<file path="src/sv/sluf_pkg.sv">
// Shared types, constants and the arctangent table of the smoothed look-at follower.
package sluf_pkg;

  localparam int unsigned CORDIC_STEPS_DEF = 16;

  // Table and datapath widths
  localparam int TAB_IDX_W = 5;   // 24 table entries
  localparam int VEC_W     = 33;  // vector components into the CORDIC
  localparam int CXY_W     = 36;  // CORDIC x/y working width (gain headroom)
  localparam int ACC_W     = 34;  // Q2.30 angle accumulator with headroom

  localparam logic signed [ACC_W-1:0] PI_HALF_Q30 = 34'sd1686629713;
  localparam logic signed [15:0]      ANGLE_MAX   = 16'sd25736;

  localparam logic [16:0] FRAC_ONE   = 17'd65536;
  localparam logic [16:0] FRAC_RESET = 17'd6554;

  typedef enum logic [1:0] {
    CFG_OFFSET_X        = 2'd0,
    CFG_OFFSET_Y        = 2'd1,
    CFG_OFFSET_Z        = 2'd2,
    CFG_FOLLOW_FRACTION = 2'd3
  } cfg_idx_e;

  typedef enum logic [2:0] {
    LERP_X     = 3'd0,
    LERP_Y     = 3'd1,
    LERP_Z     = 3'd2,
    LERP_YAW   = 3'd3,
    LERP_PITCH = 3'd4
  } lerp_sel_e;

  typedef enum logic [3:0] {
    ST_IDLE,
    ST_LMUL,
    ST_LADD,
    ST_DIFF,
    ST_YAW_GO,
    ST_YAW_RUN,
    ST_SHRINK,
    ST_SQ_X,
    ST_SQ_Z,
    ST_SQ_ADD,
    ST_SQRT_RUN,
    ST_PITCH_GO,
    ST_PITCH_RUN,
    ST_DONE
  } sluf_state_e;

  // atan(2^-i) in Q2.30, rounded
  function automatic logic signed [ACC_W-1:0] atan_entry(input logic [TAB_IDX_W-1:0] idx);
    logic signed [ACC_W-1:0] v;
    case (idx)
      5'd0:    v = 34'sd843314857;
      5'd1:    v = 34'sd497837829;
      5'd2:    v = 34'sd263043837;
      5'd3:    v = 34'sd133525159;
      5'd4:    v = 34'sd67021687;
      5'd5:    v = 34'sd33543516;
      5'd6:    v = 34'sd16775851;
      5'd7:    v = 34'sd8388437;
      5'd8:    v = 34'sd4194283;
      5'd9:    v = 34'sd2097149;
      5'd10:   v = 34'sd1048576;
      5'd11:   v = 34'sd524288;
      5'd12:   v = 34'sd262144;
      5'd13:   v = 34'sd131072;
      5'd14:   v = 34'sd65536;
      5'd15:   v = 34'sd32768;
      5'd16:   v = 34'sd16384;
      5'd17:   v = 34'sd8192;
      5'd18:   v = 34'sd4096;
      5'd19:   v = 34'sd2048;
      5'd20:   v = 34'sd1024;
      5'd21:   v = 34'sd512;
      5'd22:   v = 34'sd256;
      5'd23:   v = 34'sd128;
      default: v = '0;
    endcase
    return v;
  endfunction

endpackage

</file>
<file path="src/sv/sluf_cordic.sv">
// Iterative CORDIC vectoring unit: atan2(y, x) in Q3.13, one rotation per cycle.
module sluf_cordic #(
  parameter int unsigned STEPS = sluf_pkg::CORDIC_STEPS_DEF
) (
  input  logic                                clk_i,
  input  logic                                rst_ni,
  input  logic                                start_i,
  input  logic signed [sluf_pkg::VEC_W-1:0]   y_i,
  input  logic signed [sluf_pkg::VEC_W-1:0]   x_i,
  output logic                                done_o,
  output logic signed [15:0]                  angle_o
);
  import sluf_pkg::*;

  localparam int CNT_W = $clog2(STEPS);

  logic signed [CXY_W-1:0] x_q, x_d, y_q, y_d;
  logic signed [ACC_W-1:0] acc_q, acc_d;
  logic [CNT_W-1:0]        cnt_q, cnt_d;
  logic                    busy_q, busy_d;
  logic                    done_q, done_d;
  logic                    zero_q, zero_d;

  logic signed [CXY_W-1:0] x_ext, y_ext, xs, ys;
  logic signed [ACC_W-1:0] tab, rnd;
  logic signed [16:0]      r;
  logic signed [15:0]      r_clamped;

  assign x_ext = {{(CXY_W-VEC_W){x_i[VEC_W-1]}}, x_i};
  assign y_ext = {{(CXY_W-VEC_W){y_i[VEC_W-1]}}, y_i};
  assign xs    = x_q >>> cnt_q;
  assign ys    = y_q >>> cnt_q;
  assign tab   = atan_entry(TAB_IDX_W'(cnt_q));

  always_comb begin
    x_d    = x_q;
    y_d    = y_q;
    acc_d  = acc_q;
    cnt_d  = cnt_q;
    busy_d = busy_q;
    done_d = 1'b0;
    zero_d = zero_q;
    if (start_i) begin
      zero_d = (x_i == '0) && (y_i == '0);
      busy_d = 1'b1;
      cnt_d  = '0;
      // left half plane: quarter turn first
      if (x_i[VEC_W-1]) begin
        if (!y_i[VEC_W-1]) begin
          x_d   = y_ext;
          y_d   = -x_ext;
          acc_d = PI_HALF_Q30;
        end else begin
          x_d   = -y_ext;
          y_d   = x_ext;
          acc_d = -PI_HALF_Q30;
        end
      end else begin
        x_d   = x_ext;
        y_d   = y_ext;
        acc_d = '0;
      end
    end else if (busy_q) begin
      if (!y_q[CXY_W-1]) begin
        x_d   = x_q + ys;
        y_d   = y_q - xs;
        acc_d = acc_q + tab;
      end else begin
        x_d   = x_q - ys;
        y_d   = y_q + xs;
        acc_d = acc_q - tab;
      end
      if (cnt_q == CNT_W'(STEPS - 1)) begin
        busy_d = 1'b0;
        done_d = 1'b1;
      end else begin
        cnt_d = cnt_q + 1'b1;
      end
    end
  end

  // Q2.30 -> Q3.13 with round half up, then clamp
  always_comb begin
    rnd = acc_q + 34'sd65536;
    r   = rnd[ACC_W-1:17];
    if (r > 17'sd25736) begin
      r_clamped = ANGLE_MAX;
    end else if (r < -17'sd25736) begin
      r_clamped = -ANGLE_MAX;
    end else begin
      r_clamped = r[15:0];
    end
  end

  assign angle_o = zero_q ? '0 : r_clamped;
  assign done_o  = done_q;

  always_ff @(posedge clk_i or negedge rst_ni) begin
    if (!rst_ni) begin
      busy_q <= 1'b0;
      done_q <= 1'b0;
      cnt_q  <= '0;
    end else begin
      busy_q <= busy_d;
      done_q <= done_d;
      cnt_q  <= cnt_d;
    end
  end

  always_ff @(posedge clk_i) begin
    x_q    <= x_d;
    y_q    <= y_d;
    acc_q  <= acc_d;
    zero_q <= zero_d;
  end

endmodule

</file>
<file path="config.mk">
export PLATFORM = sky130hd
export DESIGN_NAME = sluf_cordic
export DESIGN_NICKNAME = d
export VERILOG_FILES = /design/src/sv/sluf_pkg.sv /design/src/sv/sluf_cordic.sv
export SDC_FILE = /design/constraint.sdc
export NUM_CORES = 1
export LEC_CHECK = 0
export BUFFER_PORTS_ARGS = -buffer_cell sky130_fd_sc_hd__buf_2
export CORE_UTILIZATION = 39
export CTS_CLUSTER_SIZE = 25
export DETAILED_ROUTE_END_ITERATION = 10
export GPL_TIMING_DRIVEN = 0
export PLACE_DENSITY = 0.57
export SKIP_CTS_REPAIR_TIMING = 1
export SYNTH_ARGS = -nofsm -noshare
export SYNTH_HDL_FRONTEND = slang
export SYNTH_SLANG_ARGS = --single-unit
</file>
<file path="constraint.sdc">
create_clock -name clk_i -period 9.55 [get_ports clk_i]
set_input_delay 0 -clock clk_i [delete_from_list [all_inputs] [get_ports clk_i]]
set_output_delay 0 -clock clk_i [all_outputs]
set_load 0.005 [all_outputs]
</file>
==> summary.md <==
| Metric | Value |
|---|---|
| Data arrival, critical path | `9.21 ns` |
| Failing checks | `negative hold slack` |
| Total global routing track utilization | `33.73%` |
| Worst Tran Pin Value | `1.193 ns` |
| Number of buffers on the longest clock path | `2` |
| Smallest hold slack | `-0.02656 ns` |
| Most used flip-flop cell after synthesis | `sky130_fd_sc_hd__edfxtp_1` |
| Fraction of power consumed by combinational cells | `79.0%` |
| Yosys top cell area share | `17.10%` |
| Net Count, Synth | `2,489` |
| Synthesized flop and latch total | `113` |
| Peak clock frequency supported by timing | `110.8 MHz` |
| Wire length of the first global-routing pass | `123,000 um` |
| Total clock sinks | `113` |
| Via count of the first global-routing pass | `18,910` |
| Commonest non-fill, non-tap cell in the layout | `sky130_fd_sc_hd__nand2_1` |
| Effective utilization at floorplan | `39.43%` |
| Number of pins exceeding their max-slew limit in the final report | `0` |
| CTS Buf Count | `17` |
| Die Y | `221.5 um` |
| Mapped Area | `18,790 um2` |
| Clk pwr share | `6.5%` |
| Overflow after GRT | `0` |
| Register area share after synthesis | `17.90%` |
| Standard cell area after detailed placement | `20,000 um2` |
| Worst-path maximum fanout | `10` |
| Final wirelength | `83,880 um` |
| Clock latency at the later pin of the worst-skew pair | `0.47 ns` |
| Synthesized netlist cell count | `2,298` |
| DR vias | `19,830` |
| Half-perimeter wire length after placement | `66,660 um` |
| Maximum number of pins on one net before global-route repair | `61` |
| WL per Instance | `27.45 um` |
| Area of the core | `47,650 um2` |
| Area of the die | `49,060 um2` |
| Count of max-cap constraint violations | `0` |
| Time the worst path needs with I/O delays and setup | `9.026 ns` |
| Final hold vios | `7` |
| Clock-pin slew on the worst setup and hold paths | `0.06 ns` |
| H-tree Lvls | `4` |
| Switching share of total power | `53.69%` |
| Avg Synthesized Cell Area | `8.176 um2` |
| Vias per std cell | `6.489` |
| Critical setup path kind | `register to register` |
| CP endpoint kind | `register` |
| Standby leakage power | `8.243 nW` |
| Area growth syn-to-layout | `10.66%` |
| Die width | `221.5 um` |
| Async set-reset flop share out of synthesis | `5.310%` |
| Worst ir drop on vdd | `0.3204 mV` |
| Final critical-path share of the clock period | `94.51%` |
| Final weighted congestion in routability-driven placement | `1.039` |
| Psw | `0.005272 W` |
| Unrepaired setup endpoints after global routing | `no` |
| Fin Setup TNS | `0 ns` |
| Root buffer selected by CTS | `sky130_fd_sc_hd__clkbuf_16` |
| Number of DRC violations after detailed routing | `0` |
| Run status | `finished, violations left` |
| Fraction of final layout cells sized beyond drive strength 1 | `11.50%` |
| Worst Hold Class | `input port to register` |
| Number of flops mapped to enable cells by yosys | `107` |
| Total of warnings raised by yosys | `0` |
| Highest-count cells in the layout ignoring fill and taps | `sky130_fd_sc_hd__nand2_1 (228), sky130_fd_sc_hd__o21ai_0 (204), sky130_fd_sc_hd__a21oi_1 (193)` |
| Setup clock skew after layout | `0.01466 ns` |
| Library cell occupying the most area in the post-synthesis netlist | `sky130_fd_sc_hd__edfxtp_1` |
| Max transition margin | `19.60%` |
| Port Buffer Count | `83` |
| Number of violations reported at the end of detailed-routing iteration 0 | `1,975` |
| Number of distinct library cell variants in the gate-level netlist after synthesis | `88` |
| Internal Dissipation | `0.004548 W` |
| Pre-antenna DRT Iters | `5` |
| Number of cell rows | `80` |
| PD cells | `472.3 nW/um2` |
| Post-layout nets | `2,613` |
| Cell types occupying the most area after synthesis | `sky130_fd_sc_hd__edfxtp_1 (17%), sky130_fd_sc_hd__ha_1 (7.9%), sky130_fd_sc_hd__mux4_2 (6.5%)` |
| Seq pwr share | `14.5%` |
| Total power after layout | `0.009820 W` |
| Post-route ant nets | `0` |
| Required arrival time at the worst endpoint | `9.73 ns` |
| Core utilization of the finished layout | `43.64%` |
| Final setup violation count | `0` |
| Post-route cell area | `20,790 um2` |
| Number of antenna violations at the first check in global routing | `9` |
| Critical path launch point type | `register` |
| Io pins | `86` |
| Clock tree from TritonCTS | `yes` |
logic make-up after synthesis:
logic type      Yosys count  synth area share [%]
xor+xnor                241                 11.23
compound gates          728                 24.09
fa+ha+maj               122                 8.245
simple gates            698                 17.99
buf+inv                 191                 4.455
flops                   113                 17.90
mux                     205                 16.08
layout make-up:
cell class	count	area (um2)
Antenna cell	6	15.01
Tap cell	615	769.5
Sequential cell	113	3363
Timing Repair Buffer	105	653.1
Buffer	129	604.3
Inverter	62	232.7
Fill cell	4865	26850
Multi-Input combinational cell	1994	14590
Clock buffer	18	429.2
Clock inverter	14	133.9
sequential cells by signal, summed over array words and instances, names as in the netlist:
name    flops
acc_q      34
done_o      1
y_q        36
cnt_q       4
zero_q      1
busy_q      1
x_q        36
worst paths after layout:
path,slack (ns),start,cells past startpoint,end
max,0.52,cnt_q[2]$_DFFE_PN0P_,22,y_q[24]$_DFFE_PP_
min,-0.03,y_i[27],3,y_q[27]$_DFFE_PP_
max reg2reg,0.52,cnt_q[2]$_DFFE_PN0P_,22,y_q[24]$_DFFE_PP_
min reg2reg,0.63,busy_q$_DFF_PN0_,2,cnt_q[2]$_DFFE_PN0P_
max in group asynchronous,8.77,rst_ni,3,done_o$_DFF_PN0_
min in group asynchronous,0.52,rst_ni,3,cnt_q[3]$_DFFE_PN0P_
stage by stage:
step / setup slack (ns) / cells
detailed placement: 0.8936 / 2997
global route: 0.2114 / 3056
floorplan: 3.672 / 2298
finish: 0.5238 / 3056
global placement: 0.8499 / 2996
CTS: 0.8518 / 3029
power groups by stage:
| stage | Clock, W | Sequential [W] | Combinational [W] |
|---|---|---|---|
| after global routing | 0.000661 | 0.00143 | 0.00852 |
| after floorplan | 0 | 0.00115 | 0.00580 |
| after detailed placement | 0 | 0.00140 | 0.00755 |
| final | 0.000642 | 0.00142 | 0.00776 |
| after global placement | 0 | 0.00140 | 0.00747 |
| after CTS | 0.000647 | 0.00140 | 0.00761 |
cells in the mapped netlist, drive strengths merged (18+ instances only):
cell,number
a21o,48
a21oi,193
a31oi,39
and2,24
buf,58
clkbuf,71
edfxtp,107
ha,119
inv,62
mux2,53
mux2i,84
mux4,68
nand2,228
nand2b,32
nand3,53
nor2,155
nor3,59
o211ai,73
o21a,21
o21ai,206
o31ai,30
or2,18
or3,36
xnor2,125
xor2,116
worst max-delay path, cell delays in order, from the launching register on:
cell                       delay [ns]
sky130_fd_sc_hd__dfrtp_1         0.53
sky130_fd_sc_hd__buf_2           0.36
sky130_fd_sc_hd__buf_1           0.67
sky130_fd_sc_hd__buf_1           0.63
sky130_fd_sc_hd__clkbuf_1        0.64
sky130_fd_sc_hd__buf_1           0.59
sky130_fd_sc_hd__clkbuf_1        0.64
sky130_fd_sc_hd__nand2_1         0.10
sky130_fd_sc_hd__o31ai_1         0.12
sky130_fd_sc_hd__ha_1            0.22
sky130_fd_sc_hd__and2_1          0.19
sky130_fd_sc_hd__or4b_1          0.54
sky130_fd_sc_hd__nor2_1          0.35
sky130_fd_sc_hd__a21oi_1         0.13
sky130_fd_sc_hd__xnor2_1         0.56
sky130_fd_sc_hd__ha_1            0.30
sky130_fd_sc_hd__and4_1          0.26
sky130_fd_sc_hd__nand2_1         0.10
sky130_fd_sc_hd__o31ai_1         0.79
sky130_fd_sc_hd__a31oi_1         0.29
sky130_fd_sc_hd__o311ai_0        0.46
sky130_fd_sc_hd__xnor2_1         0.16
sky130_fd_sc_hd__o21ai_0         0.08
per-layer routing:
metal  share of wire [%]  GRT usage [%]  up-vias
met4                 6.6          19.58        2
met1                  40          41.50     9539
met3                 8.3          6.267      258
met5               0.017              0        -
met2                  46          55.22     1112
li1                    -              -     8918
No activity file was read; power rests on OpenSTA's default activity.
