[config.mk]
export PLATFORM = sky130hd
export DESIGN_NAME = sluf_isqrt
export DESIGN_NICKNAME = d
export VERILOG_FILES = /design/src/sv/sluf_pkg.sv /design/src/sv/sluf_isqrt.sv
export SDC_FILE = /design/constraint.sdc
export NUM_CORES = 1
export LEC_CHECK = 0
export BUFFER_PORTS_ARGS = -buffer_cell sky130_fd_sc_hd__buf_2
export CAP_MARGIN = 20
export CELL_PAD_IN_SITES_DETAIL_PLACEMENT = 2
export CELL_PAD_IN_SITES_GLOBAL_PLACEMENT = 2
export CORE_MARGIN = 2
export CORE_UTILIZATION = 37
export CTS_CLUSTER_DIAMETER = 150
export DETAILED_ROUTE_END_ITERATION = 12
export PLACE_DENSITY = 0.9
export SYNTH_ARGS = -nofsm -noshare
export SYNTH_HDL_FRONTEND = slang
export SYNTH_SLANG_ARGS = --single-unit
[constraint.sdc]
create_clock -name clk_i -period 7.7 [get_ports clk_i]
set_input_delay 0 -clock clk_i [delete_from_list [all_inputs] [get_ports clk_i]]
set_output_delay 0 -clock clk_i [all_outputs]
set_load 0.03 [all_outputs]
[src/sv/sluf_pkg.sv]
// Shared types, constants and the arctangent table of the smoothed look-at follower.
package sluf_pkg;

  localparam int unsigned CORDIC_STEPS_DEF = 16;

  // Table and datapath widths
  localparam int TAB_IDX_W = 5;   // 24 table entries
  localparam int VEC_W     = 33;  // vector components into the CORDIC
  localparam int CXY_W     = 36;  // CORDIC x/y working width (gain headroom)
  localparam int ACC_W     = 34;  // Q2.30 angle accumulator with headroom

  localparam logic signed [ACC_W-1:0] PI_HALF_Q30 = 34'sd1686629713;
  localparam logic signed [15:0]      ANGLE_MAX   = 16'sd25736;

  localparam logic [16:0] FRAC_ONE   = 17'd65536;
  localparam logic [16:0] FRAC_RESET = 17'd6554;

  typedef enum logic [1:0] {
    CFG_OFFSET_X        = 2'd0,
    CFG_OFFSET_Y        = 2'd1,
    CFG_OFFSET_Z        = 2'd2,
    CFG_FOLLOW_FRACTION = 2'd3
  } cfg_idx_e;

  typedef enum logic [2:0] {
    LERP_X     = 3'd0,
    LERP_Y     = 3'd1,
    LERP_Z     = 3'd2,
    LERP_YAW   = 3'd3,
    LERP_PITCH = 3'd4
  } lerp_sel_e;

  typedef enum logic [3:0] {
    ST_IDLE,
    ST_LMUL,
    ST_LADD,
    ST_DIFF,
    ST_YAW_GO,
    ST_YAW_RUN,
    ST_SHRINK,
    ST_SQ_X,
    ST_SQ_Z,
    ST_SQ_ADD,
    ST_SQRT_RUN,
    ST_PITCH_GO,
    ST_PITCH_RUN,
    ST_DONE
  } sluf_state_e;

  // atan(2^-i) in Q2.30, rounded
  function automatic logic signed [ACC_W-1:0] atan_entry(input logic [TAB_IDX_W-1:0] idx);
    logic signed [ACC_W-1:0] v;
    case (idx)
      5'd0:    v = 34'sd843314857;
      5'd1:    v = 34'sd497837829;
      5'd2:    v = 34'sd263043837;
      5'd3:    v = 34'sd133525159;
      5'd4:    v = 34'sd67021687;
      5'd5:    v = 34'sd33543516;
      5'd6:    v = 34'sd16775851;
      5'd7:    v = 34'sd8388437;
      5'd8:    v = 34'sd4194283;
      5'd9:    v = 34'sd2097149;
      5'd10:   v = 34'sd1048576;
      5'd11:   v = 34'sd524288;
      5'd12:   v = 34'sd262144;
      5'd13:   v = 34'sd131072;
      5'd14:   v = 34'sd65536;
      5'd15:   v = 34'sd32768;
      5'd16:   v = 34'sd16384;
      5'd17:   v = 34'sd8192;
      5'd18:   v = 34'sd4096;
      5'd19:   v = 34'sd2048;
      5'd20:   v = 34'sd1024;
      5'd21:   v = 34'sd512;
      5'd22:   v = 34'sd256;
      5'd23:   v = 34'sd128;
      default: v = '0;
    endcase
    return v;
  endfunction

endpackage

[src/sv/sluf_isqrt.sv]
// Bit-serial integer square root: floor(sqrt(v)) for a 63-bit value, two bits per cycle.
module sluf_isqrt (
  input  logic        clk_i,
  input  logic        rst_ni,
  input  logic        start_i,
  input  logic [62:0] val_i,
  output logic        done_o,
  output logic [31:0] root_o
);
  import sluf_pkg::*;

  logic [63:0] rem_q, rem_d, res_q, res_d, bit_q, bit_d;
  logic        busy_q, busy_d, done_q, done_d;
  logic [63:0] trial;

  assign trial = res_q + bit_q;

  always_comb begin
    rem_d  = rem_q;
    res_d  = res_q;
    bit_d  = bit_q;
    busy_d = busy_q;
    done_d = 1'b0;
    if (start_i) begin
      rem_d  = {1'b0, val_i};
      res_d  = '0;
      bit_d  = 64'h4000_0000_0000_0000;
      busy_d = 1'b1;
    end else if (busy_q) begin
      if (rem_q >= trial) begin
        rem_d = rem_q - trial;
        res_d = (res_q >> 1) + bit_q;
      end else begin
        res_d = res_q >> 1;
      end
      bit_d = bit_q >> 2;
      if (bit_q == 64'd1) begin
        busy_d = 1'b0;
        done_d = 1'b1;
      end
    end
  end

  assign done_o = done_q;
  assign root_o = res_q[31:0];

  always_ff @(posedge clk_i or negedge rst_ni) begin
    if (!rst_ni) begin
      busy_q <= 1'b0;
      done_q <= 1'b0;
    end else begin
      busy_q <= busy_d;
      done_q <= done_d;
    end
  end

  always_ff @(posedge clk_i) begin
    rem_q <= rem_d;
    res_q <= res_d;
    bit_q <= bit_d;
  end

endmodule

==> results of run 1 <==
flip-flops by register name, indices dropped and copies added (netlist names):
register  count
busy_q        1
res_q        64
rem_q        64
done_o        1
bit_q        32
worst paths after layout:
kind / start / endpoint / slack, ps / cells past startpoint
worst max-delay path: res_q[2] / rem_q[18] / 500 / 23
worst min-delay path: start_i / rem_q[15] / 30 / 2
worst max register to register: res_q[2] / rem_q[18] / 500 / 23
worst min register to register: res_q[0] / res_q[0] / 520 / 2
max in group asynchronous: rst_ni / busy_q / 7200 / 3
min in group asynchronous: rst_ni / busy_q / 360 / 3
routing by layer:
layer  GRT usage (%)  vias up  wire, um
met3            4.62      140      2360
met5               0        -         0
met4            12.6        0      2580
met2            54.0      385     32500
li1                -     7468         -
met1            35.3     8164     27900
cells in the mapped netlist, types with 43 or more instances:
cell	n	area share [%]
sky130_fd_sc_hd__nand2_1	200	4.9
sky130_fd_sc_hd__nor2_1	191	4.6
sky130_fd_sc_hd__o21ai_0	149	4.8
sky130_fd_sc_hd__a21oi_1	144	4.7
sky130_fd_sc_hd__ha_1	130	11
sky130_fd_sc_hd__dfxtp_1	97	13
sky130_fd_sc_hd__clkbuf_1	87	2.1
sky130_fd_sc_hd__xnor2_1	78	4.4
sky130_fd_sc_hd__a31oi_1	68	2.8
sky130_fd_sc_hd__edfxtp_1	63	12
sky130_fd_sc_hd__xor2_1	62	3.5
sky130_fd_sc_hd__inv_1	55	1.3
sky130_fd_sc_hd__mux2i_1	44	2.9
sky130_fd_sc_hd__nand4_1	44	1.8
sky130_fd_sc_hd__nand3_1	43	1.4
layout make-up:
cell class | count | area share (%)
diodes | 1 | 0.0143
clock buffers | 20 | 2.61
clock inverters | 12 | 0.537
inverters | 55 | 1.18
multi-input cells | 1621 | 60.9
flip-flops and latches | 162 | 22.2
well taps | 532 | 3.81
repair buffers | 202 | 8.73
critical path, stage by stage, from the launching register on:
cell                       delay [ps]
sky130_fd_sc_hd__dfxtp_1          370
sky130_fd_sc_hd__ha_1             360
sky130_fd_sc_hd__a31oi_1          150
sky130_fd_sc_hd__o21bai_1         250
sky130_fd_sc_hd__a31oi_1          200
sky130_fd_sc_hd__o21ai_1          570
sky130_fd_sc_hd__a211oi_1         150
sky130_fd_sc_hd__buf_4            200
sky130_fd_sc_hd__o21ai_0          370
sky130_fd_sc_hd__o21ai_1          260
sky130_fd_sc_hd__o21ai_0          400
sky130_fd_sc_hd__xnor2_1          180
sky130_fd_sc_hd__ha_1             460
sky130_fd_sc_hd__nand2_1          150
sky130_fd_sc_hd__nor2_1           250
sky130_fd_sc_hd__nand3_1          120
sky130_fd_sc_hd__nor3_1           290
sky130_fd_sc_hd__nor3b_1          560
sky130_fd_sc_hd__o311a_1          470
sky130_fd_sc_hd__or2_1            180
sky130_fd_sc_hd__buf_4            200
sky130_fd_sc_hd__nand2_2          120
sky130_fd_sc_hd__nand2_2          180
sky130_fd_sc_hd__buf_12           260
power by group through the flow:
stage	combinational [mW]	sequential, mW	clock, mW
2_1_floorplan	2.77	1.34	0
3_3_place_gp	3.54	1.42	0
3_5_place_dp	3.75	1.43	0
4_1_cts	3.92	1.42	0.874
5_1_grt	4.40	1.46	0.918
6_report	4.07	1.44	0.877
logic make-up (layout without fill, tap and decap cells):
group,after synthesis,in the layout
muxes,50,50
other,0,1
and+or+nand+nor,648,648
xor gates and xnor gates,140,140
adders and majority gates,131,131
buffers and inverters,195,289
AOI/OAI and AO/OA,652,652
DFF,162,162
timing repair:
| action | 4_1_cts | 5_1_grt |
|---|---|---|
| endpoints found under the hold margin | 65 | 0 |
| hold buffers | 90 | 0 |
| gates resized for setup | 0 | 0 |
==> run summary, run 1 <==
The number of different library cells used by synthesis comes to 87. Clock tree synthesis inserted a total of 17 buffers. The clock network is responsible for 13.8% of the overall power.

Hold timing on the final database bottoms out at a slack of 25.8 ps. The area share of and/or/nand/nor cells after synthesis was 19.8%; the switching part of the total was 51.1%. Data on the critical path arrives at its endpoint at 7330 ps. The number of DRC markers after the initial detailed-route iteration was 1,111; the via count of the first global-routing pass was 17,719. The all-layer global routing usage is 30.0%, and the required time of the worst setup path is 7840 ps.

The run finished with clean final reports. The run gives 0 ps as the total negative slack for setup checks. The sequential group share of total power was 22.5%; the area growth from synthesis to layout was 13.4%.

Once placement completed, the tool counted placed cells totaling 2,482. The tools report the final instance count without filler cells as 2,605. The count of endpoints failing hold in the final timing report was 0. Aggregate routed wire length: 65.3 mm.

The die is 208 um tall. The congestion estimate from routability-driven global placement came to 0.926. After synthesis the netlist holds a flip-flop and latch count of 162. The share of cell area taken by muxes after synthesis was 3.32%; the count of antenna-violating nets left after detailed routing was 0. The tools report the count of maximum capacitance violations as 0. The library cells used most frequently in the layout, excluding fill and tap cells, are 199 x sky130_fd_sc_hd__nand2_1, 191 x sky130_fd_sc_hd__nor2_1, 149 x sky130_fd_sc_hd__o21ai_0.

The run gives 5 as the total iterations of the first detailed-routing run. The internal portion of the total power is 3.12 mW. For this design the ratio of total power to cell area is 365 mW/mm^2.

The maximum fanout count along the critical path came out at 50. The synthesized netlist devotes 27.3% of its cell area to compound gates. The clock-pin slew reported for the worst setup and hold paths after clock tree synthesis was 80 ps.

The detailed router placed 16,157 vias in this run. For the netlist area before placement, the log shows 0.0154 sq mm. Post-synthesis async set-or-reset flop share: 1.23%.

The path class of the tightest hold or removal check is in -> reg. Setup repair after global routing left no endpoint under its margin. The count of port buffers added during placement is 98. After synthesis, the largest family of logic cells by area is compound AO/OA/AOI/OAI gates. The worst slack at placement came out at 748 ps. Row generation in the floorplan step produced 74 rows. The number of fill cells came out at 4,628. The switching power was 3.26 mW; the routed via count divided by cell count was 6.20.

The multi-input combinational cells in the finished layout cover a total of 0.0107 sq mm. The worst setup margin is 504 ps. The logs give 63.8% for the combinational share of power and 25.2% for the share of the yosys chip area belonging to registers.

After layout, the worst path uses 93.5% of the clock period. The total overflow left after global routing is 0. In the routed design, unresolved DRC markers number 0. CTS placed an instance of sky130_fd_sc_hd__clkbuf_16 at the clock tree root. In this run the cell area measured after placement is 0.0160 sq mm.

The post-layout net count came out at 2,256. Type of the setup path with the least slack: reg -> reg. TritonCTS built the clock tree.

Clock latency on the worst-skew pair, taken at its later pin, is 490 ps. The run gives 23.1 ps as the clock tree skew after final layout. In this run the post-CTS setup repair buffer count came out at 0.

The die covers 0.0433 sq mm. The top flip-flop cell by instance count after synthesis is sky130_fd_sc_hd__dfxtp_1. The pin slew with the least headroom to its limit is 999 ps. The final design instance area without fill came out at 0.0175 sq mm. For this design the top-level I/O count stands at 99.

Final setup violation count: 0. Sort of element at the end of the critical path: a register. The run gives 0.00389 sq mm as the register area.

The tools report the core area as 0.0410 sq mm. The final number of max-transition violations is 0, and the final core area utilization is 42.6%. The number of nets handed over by synthesis was 2,175. The clock net in this run drives a total of 162 sinks. The longest clock path from root to sink contains 2 buffers. Across the VDD grid, the largest voltage drop is 0.234 mV.

The number of antenna violations at the first check in global routing was 1; the post-route minimum period was 7200 ps. The chip width came out at 208 um. The post-synthesis area per instance works out to 7.80 sq um.

Overall power consumption after layout is estimated at 6.38 mW. For this run, the top clock speed supported by timing is 139 MHz. The HPWL after detailed placement is 45.2 mm. The leading cell type in the layout, fill and taps excluded was sky130_fd_sc_hd__nand2_1. The starting density of the core is 37.6%, and the number of enable-type register cells in the synthesized netlist is 63.

The first-pass GRT wire length was 103 mm. Summed over all cells, the static leakage comes to 7.00 nW. Measured against its own limit, the worst slew margin works out to 33.3%. The tools report the nature of the critical path startpoint as a register. The number of cells produced by synthesis is 1,978, and the XOR/XNOR share of the synthesized area is 7.95%. The largest net degree at the start of global routing came out at 74. The mean routed wirelength per cell was 25.1 um; the synthesized-area fraction occupied by adder cells was 10.7%. The H-tree was split into 4 levels.

The number of warnings reported in the yosys synthesis log was 0; the share of final-layout standard cells stronger than drive strength 1 was 8.83%.
No activity file was read; power rests on OpenSTA's default activity.
==> run 2: changes to the inputs <==
Settings changed: BUFFER_PORTS_ARGS -buffer_cell sky130_fd_sc_hd__buf_2 to default, CORE_UTILIZATION 37 to 39, DONT_BUFFER_PORTS from default to 1.
==> run 2 against run 1 <==
  * Design area fell by 3.6%
  * Register-to-register slack got worse by 140 ps
  * Global-route usage grew 0.87 points
  * Critical path depth unchanged
  * Die area shrank 5.0%
  * Total power fell by 2.3%
  * Utilization is 0.78 points higher
  * Combinational power decreased by 5%
  * Largest power group unchanged
  * Via count down 2.6%
==> run summary, run 2 (same netlist as run 1, synthesis figures left out) <==
The flow ran to the end, and the final reports show no timing, DRC or antenna violations. Count of maximum capacitance violations: 0 (unchanged). The post-layout net count is 2,143 (-5.0%). Worst min-delay path category: in -> reg. The area growth from synthesis to layout is 9.35%. Maximum count of clock buffers along a single path: 2 (unchanged). The final instance count without filler cells was 2,477 (-4.9%); the area of the die was 0.0411 sq mm (-5.0%). Minimum hold slack: 50.6 ps (+24.8 ps). The worst supply voltage drop on vdd is 0.212 mV (-9.2%). Clock tree skew after final layout: 18.4 ps (-4.71 ps). The run gives 0 (unchanged) as the final setup violation count. In the layout the commonest cells are 199 x sky130_fd_sc_hd__nand2_1, 191 x sky130_fd_sc_hd__nor2_1, 149 x sky130_fd_sc_hd__o21ai_0. The worst setup margin was 364 ps (-140 ps); the number of CTS-inserted buffers was 17 (unchanged). For this design, the slowest cell found on the critical path is sky130_fd_sc_hd__dfxtp_1.

The starting density of the core is 39.7% (+2.1 points), and the antenna cell count is 0 (-1). The first-pass GRT wire length came out at 100 mm (-2.3%). The logs give 0.0388 sq mm (-5.3%) for the core area and 0 (unchanged) for the count of antenna-violating nets left after detailed routing.

The run gives 6.24 mW (-2.3%) as the post-route total power. The critical path goes through ha_1 > a31oi_1 > o21bai_1 > a31oi_1 > o21ai_1 > a211oi_1 > buf_4 > o21bai_1 > a21oi_1 > o21ai_0 > a21oi_1 > xor2_1 > ha_1 > and3_1 > nand2_1 > nor3_1 > nor3b_2 > o311a_1 > or2_1 > buf_4 > mux2_1 > mux2i_1 > nor2_1. Total instance count after detailed placement: 2,378 (-4.2%). Largest net degree at the start of global routing: 213 (+190%).

The highest clock frequency the design can meet was 136 MHz (-1.9%). The worst slack at placement is 154 ps (-594 ps), and the H-tree level count is 4 (unchanged). The count of port buffers added during placement is 0 (-100%). In the final layout, the registers with the most flip-flops are rem_q (64), res_q (64), bit_q (32). The type of the setup path with the least slack was reg -> reg.

The number of antenna violations at the first check in global routing came out at 0 (-1). The tools report the placer congestion estimate as 0.916 (-1.1%). The count of endpoints failing hold in the final timing report is 0 (unchanged), and the y dimension of the die is 203 um (-2.5%). The pin slew with the least headroom to its limit works out to 997 ps (-1.83 ps). The required time of the worst setup path was 8020 ps (+180 ps). The clock-pin slew reported for the worst setup and hold paths after clock tree synthesis was 70 ps (about the same); the static leakage was 6.54 nW (-6.5%). The clock sink count came out at 162 (unchanged). The worst path arrival time came out at 7650 ps (+320 ps). The mean routed wirelength per cell was 25.5 um (+1.9%); the final number of max-transition violations was 0 (unchanged). The tools report the count of boundary I/O pins as 99 (unchanged). The peak per-stage delay on the critical path works out to 650 ps (+80 ps). The worst setup path is launched from a register. The total power per unit cell area was 370 mW/mm^2 (+1.4%); the overall overflow remaining after global route was 0 (unchanged). The post-DP HPWL was 44.4 mm (-1.7%). TritonCTS built the clock tree.

The total iterations of the first detailed-routing run is 5 (unchanged), and the chip width is 203 um (-2.5%). The leading cell type in the layout, fill and taps excluded is sky130_fd_sc_hd__nand2_1. Setup repair after global routing left no endpoint under its margin. The routed via count divided by cell count came out at 6.35 (+2.4%). The number of DRC markers after the initial detailed-route iteration was 784 (-29%); the share of final-layout standard cells stronger than drive strength 1 was 4.75% (-4.1 points). The tools report the sort of element at the end of the critical path as a register. The insertion delay of the later-clocked pin in the worst-skew pair is 470 ps (-20 ps). The tools report the vias after detailed routing as 15,737 (-2.6%). The tools report the post-route DRC violation count as 0 (unchanged).

Clock tree synthesis selected as its root buffer the cell sky130_fd_sc_hd__clkbuf_16. The run gives 0 ps (unchanged) as the total negative slack for setup checks. The run gives 17,355 (-2.1%) as the via count of the first global-routing pass. The aggregate routed wire length is 63.3 mm (-3.1%), and the all-layer global routing usage is 30.8% (+0.87 points).

The worst max-slew margin expressed relative to the limit was 33.6% (+0.28 points). Minimum setup slack among reg-to-reg paths: 360 ps (-140 ps). The maximum fanout count along the critical path was 32 (-36%).

Post-route minimum period: 7340 ps (+140 ps). The share of the clock period used by the worst path after layout was 95.3% (+1.8 points). The total number of placement rows is 72 (-2.7%).
-- run 2: metal layers --
layer / GRT usage (%) / vias to the layer above / routed length [um] / share of wire, %
met1: 36.4 / 7996 / 26600 / 42
met4: 11.7 / 0 / 2160 / 3.4
met2: 55.6 / 355 / 32100 / 51
li1: - / 7248 / - / -
met5: 0 / - / 0 / 0
met3: 5.31 / 138 / 2420 / 3.8
-- run 2: cell type report --
cell class	count	area [sq um]
Tap cell	518	648
Clock inverter	11	126
Inverter	55	206
Sequential cell	162	3890
Multi-Input combinational cell	1621	10700
Fill cell	4435	22000
Timing Repair Buffer	89	866
Clock buffer	21	472
-- run 2: what timing repair did --
action | in CTS | in global routing
endpoints found under the hold margin | 156 | 0
endpoints found under the setup margin | 0 | 87
buffers inserted | 0 | 0
resized for setup | 0 | 1
hold buffers | 67 | 0
-- run 2: critical path, delay by kind of cell (launching register included) --
kind / cells / cell delay [ps]
compound gates: 10 / 2940
simple gates: 6 / 1480
fa+ha+maj: 2 / 850
flops: 1 / 650
buf+inv: 2 / 610
mux: 2 / 500
xor+xnor: 1 / 120
-- run 2: worst paths after layout --
check | start | to | depth (start not counted)
min in group asynchronous | rst_ni | busy_q | 2
worst max-delay path | res_q[2] | res_q[12] | 23
worst max register to register | res_q[2] | res_q[12] | 23
worst min register to register | bit_q[4] | bit_q[4] | 2
max in group asynchronous | rst_ni | busy_q | 2
worst min-delay path | start_i | bit_q[20] | 2
-- run 2: power by group --
part / total (mW) / switching (mW) / internal (mW)
registers: 1.44 / 0.211 / 1.23
logic: 3.87 / 2.50 / 1.37
clock network: 0.922 / 0.414 / 0.507
total: 6.24 / 3.13 / 3.11
-- run 2: metrics by stage --
| step | area [sq um] | utilization (%) |
|---|---|---|
| after floorplan | 15400 | - |
| after global placement | 15600 | 40.1 |
| after detailed placement | 15600 | 40.1 |
| after CTS | 16900 | 43.4 |
| after global routing | 16900 | 43.4 |
| final | 16900 | 43.4 |
==> run 3: changes to the inputs <==
Settings changed: SETUP_SLACK_MARGIN from default to 0.4.
==> run 3 against run 2 <==
  * Clock skew increased by 9.6 ps
  * Global-route usage increased by 7.8 points
  * Sequential cell count unchanged
  * Hold slack improved by 22 ps
  * Critical path depth decreased by 1
  * Maximum frequency increased by 2.0%
  * Via count increased by 12%
  * Final cell count increased by 6.1%
  * Critical endpoint is now res_q[25]
  * Highest routed layer unchanged
==> run summary, run 3 (same netlist as run 1, synthesis figures left out) <==
The flow ran to the end, and the final reports show no timing, DRC or antenna violations. The logs give 2,293 (+7.0%) for the post-layout net count and 0.916 (unchanged) for the placer congestion estimate. The core area is 0.0388 sq mm (unchanged). STA classifies the critical path startpoint as a register. The tools report the highest clock frequency the design can meet as 139 MHz (+2.0%). The worst max-slew margin expressed relative to the limit was 34.9% (+1.4 points); the post-route DRC violation count was 0 (unchanged).

The share of the clock period used by the worst path after layout was 93.4% (-1.9 points). The critical path starts at bit_q[20]. The total power per unit cell area came out at 380 mW/mm^2 (+2.9%).

The run gives 14.1% (-0.7 points) as the clock network fraction of design power. The number of antenna violations at the first check in global routing was 0 (unchanged). The switching power was 3.61 mW (+15%); the count of port buffers added during placement was 0 (unchanged). Mean routed wirelength per cell: 30.5 um (+19%). The worst supply voltage drop on vdd came out at 0.222 mV (+4.4%). The clock-pin slew reported for the worst setup and hold paths after clock tree synthesis came out at 90 ps (+20 ps). The total number of placement rows is 72 (unchanged).

For the post-DP HPWL, the log shows 44.4 mm (unchanged). The run gives 122 mm (+22%) as the first-pass GRT wire length. The y dimension of the die works out to 203 um (unchanged). The post-route minimum period came out at 7190 ps (-143 ps).

The run gives 7.22 nW (+10%) as the static leakage. For the final setup violation count, the log shows 0 (unchanged). The tools report the vias after detailed routing as 17,620 (+12%). The H-tree level count is 4 (unchanged), and the depth of the worst hold-timing path is 3 (+1). The chip width works out to 203 um (unchanged). The min-delay analysis places its worst path in the category in -> reg. The library cells used most frequently in the layout, excluding fill and tap cells, are 215 x sky130_fd_sc_hd__dlygate4sd3_1, 199 x sky130_fd_sc_hd__nand2_1, 191 x sky130_fd_sc_hd__nor2_1. The clock sink count came out at 162 (unchanged). For the minimum hold slack, the log shows 72.8 ps (+22.2 ps). The tools report the register area as 0.00390 sq mm (+0.23%).

The number of DRC markers after the initial detailed-route iteration came out at 1,285 (+64%). The pin slew with the least headroom to its limit came out at 976 ps (-20.4 ps). The run gives 0 (unchanged) as the count of endpoints failing hold in the final timing report. The tools report the clock root buffer as sky130_fd_sc_hd__clkbuf_16. The tools report the area of the die as 0.0411 sq mm (unchanged). The maximum fanout count along the critical path works out to 52 (+63%). Count of maximum capacitance violations: 0 (unchanged). The aggregate routed wire length came out at 80.2 mm (+27%).

In this run the most critical hold path is launched from start_i. The worst path arrival time came out at 7540 ps (-110 ps). The tools report the multi-input gate area in the final layout as 0.0107 sq mm (+0.70%).

The combinational share of power was 64.8% (+2.7 points). Setup repair after global routing left no endpoint under its margin. The count of antenna-violating nets left after detailed routing is 0 (unchanged), and the number of CTS-inserted buffers is 17 (unchanged). The starting density of the core was 39.7% (unchanged); the total negative slack for setup checks was 0 ps (unchanged). The maximum count of clock buffers along a single path was 2 (unchanged). The via count of the first global-routing pass is 19,831 (+14%), and the overall overflow remaining after global route is 0 (unchanged). TritonCTS built the clock tree.

The switching part of the total was 51.5% (+1.3 points); the area growth from synthesis to layout was 19.7%. The clock tree skew after final layout is 27.9 ps (+9.58 ps), and the insertion delay of the later-clocked pin in the worst-skew pair is 500 ps (+30 ps). The tools report the total iterations of the first detailed-routing run as 8 (+3). The tools report the required time of the worst setup path as 8040 ps (+20 ps).

The leading cell type in the layout, fill and taps excluded was sky130_fd_sc_hd__dlygate4sd3_1. The critical path is of the reg -> reg type. The all-layer global routing usage was 38.6% (+7.8 points). The count of boundary I/O pins is 99 (unchanged). The startpoint identified for the worst register-to-register timing path is bit_q[20].

The final number of max-transition violations was 0 (unchanged). The worst-case reg-to-reg path depth is 22 (-4.3%), and the internal power is 3.41 mW (+9.6%). The worst setup path is captured at a register. In the final layout, the registers with the most flip-flops are rem_q (64), res_q (64), bit_q (32). The routed via count divided by cell count works out to 6.70 (+5.5%). The run gives 21.0% (-2.1 points) as the sequential group share of total power.

The share of final-layout standard cells stronger than drive strength 1 is 5.36% (+0.61 points), and the largest net degree at the start of global routing is 162 (-24%). The number of fill cells came out at 4,280 (-3.5%).
-- run 3: cell count changes in the layout (fill, tap and decap cells not counted), moves of 2 or more --
cell,before,now
sky130_fd_sc_hd__dlygate4sd3_1,66,215
sky130_fd_sc_hd__dfxtp_1,97,90
sky130_fd_sc_hd__dfxtp_2,0,7
sky130_fd_sc_hd__a211oi_1,33,31
sky130_fd_sc_hd__a211oi_2,1,3
sky130_fd_sc_hd__a311oi_1,25,23
sky130_fd_sc_hd__a311oi_2,0,2
sky130_fd_sc_hd__a31oi_1,68,66
sky130_fd_sc_hd__a31oi_2,2,4
sky130_fd_sc_hd__buf_6,0,2
-- run 3: final timing paths --
check | endpoint | slack (ps)
worst max register to register | res_q[25] | 510
worst min-delay path | rem_q[58] | 70
max in group asynchronous | busy_q | 7280
worst max-delay path | res_q[25] | 510
worst min register to register | res_q[58] | 620
min in group asynchronous | busy_q | 280
-- run 3: worst max-delay path: stages (launching register included) --
cell and delay (ps):
sky130_fd_sc_hd__dfxtp_1 400, sky130_fd_sc_hd__ha_1 420, sky130_fd_sc_hd__nand4_1 310, sky130_fd_sc_hd__or4_1 670
sky130_fd_sc_hd__nor2_1 230, sky130_fd_sc_hd__a21o_1 390, sky130_fd_sc_hd__o2111ai_1 330, sky130_fd_sc_hd__nand3_1 230
sky130_fd_sc_hd__a21boi_1 380, sky130_fd_sc_hd__nand2_1 90, sky130_fd_sc_hd__a21boi_1 200, sky130_fd_sc_hd__xnor2_1 110
sky130_fd_sc_hd__ha_1 480, sky130_fd_sc_hd__and3_1 300, sky130_fd_sc_hd__nand3_1 100, sky130_fd_sc_hd__nor3_1 360
sky130_fd_sc_hd__nor3b_2 450, sky130_fd_sc_hd__o311a_2 410, sky130_fd_sc_hd__nor2_4 60, sky130_fd_sc_hd__buf_12 180
sky130_fd_sc_hd__a21oi_1 230, sky130_fd_sc_hd__xnor2_1 100, sky130_fd_sc_hd__a211oi_1 570
-- run 3: power groups by stage --
| stage | combinational, mW | sequential (mW) | clock (mW) |
|---|---|---|---|
| finish | 4.55 | 1.48 | 0.993 |
| global route | 4.86 | 1.49 | 1.02 |
| CTS | 4.10 | 1.43 | 0.929 |
| detailed placement | 3.69 | 1.44 | 0 |
| global placement | 3.48 | 1.43 | 0 |
| floorplan | 2.77 | 1.34 | 0 |
-- run 3: what timing repair did --
action	4_1_cts	5_1_grt
cloned	0	0
pin swaps	0	1
gates resized for setup	2	23
setup buffers	0	1
hold buffers	216	0
setup endpoints to repair	89	144
endpoints found under the hold margin	156	0
-- run 3: layer usage --
metal	wire [um]	share of wire, %	GRT usage, %
met1	29600	37	40.8
met2	40400	50	69.4
met3	4850	6.0	8.44
met4	5380	6.7	24.8
met5	0	0	0
-- run 3: layout make-up --
type                            count  share of cell area [%]
Clock inverter                     11                   0.685
Inverter                           55                    1.12
Multi-Input combinational cell   1621                    58.1
Sequential cell                   162                    21.1
Antenna cell                        1                  0.0136
Clock buffer                       21                    2.56
Tap cell                          518                    3.51
Timing Repair Buffer              239                    12.9
-- run 3: through the flow --
step | power [mW] | instance area, sq um | worst slack, ps | utilization [%] | cells
6_report | 7.02 | 18500 | 507 | 47.5 | 2628
5_1_grt | 7.36 | 18500 | 382 | 47.5 | 2627
3_5_place_dp | 5.13 | 15600 | 154 | 40.1 | 2378
3_3_place_gp | 4.91 | 15600 | 293 | 40.1 | 2378
2_1_floorplan | 4.11 | 15400 | 1170 | - | 1978
4_1_cts | 6.46 | 18400 | 407 | 47.3 | 2626
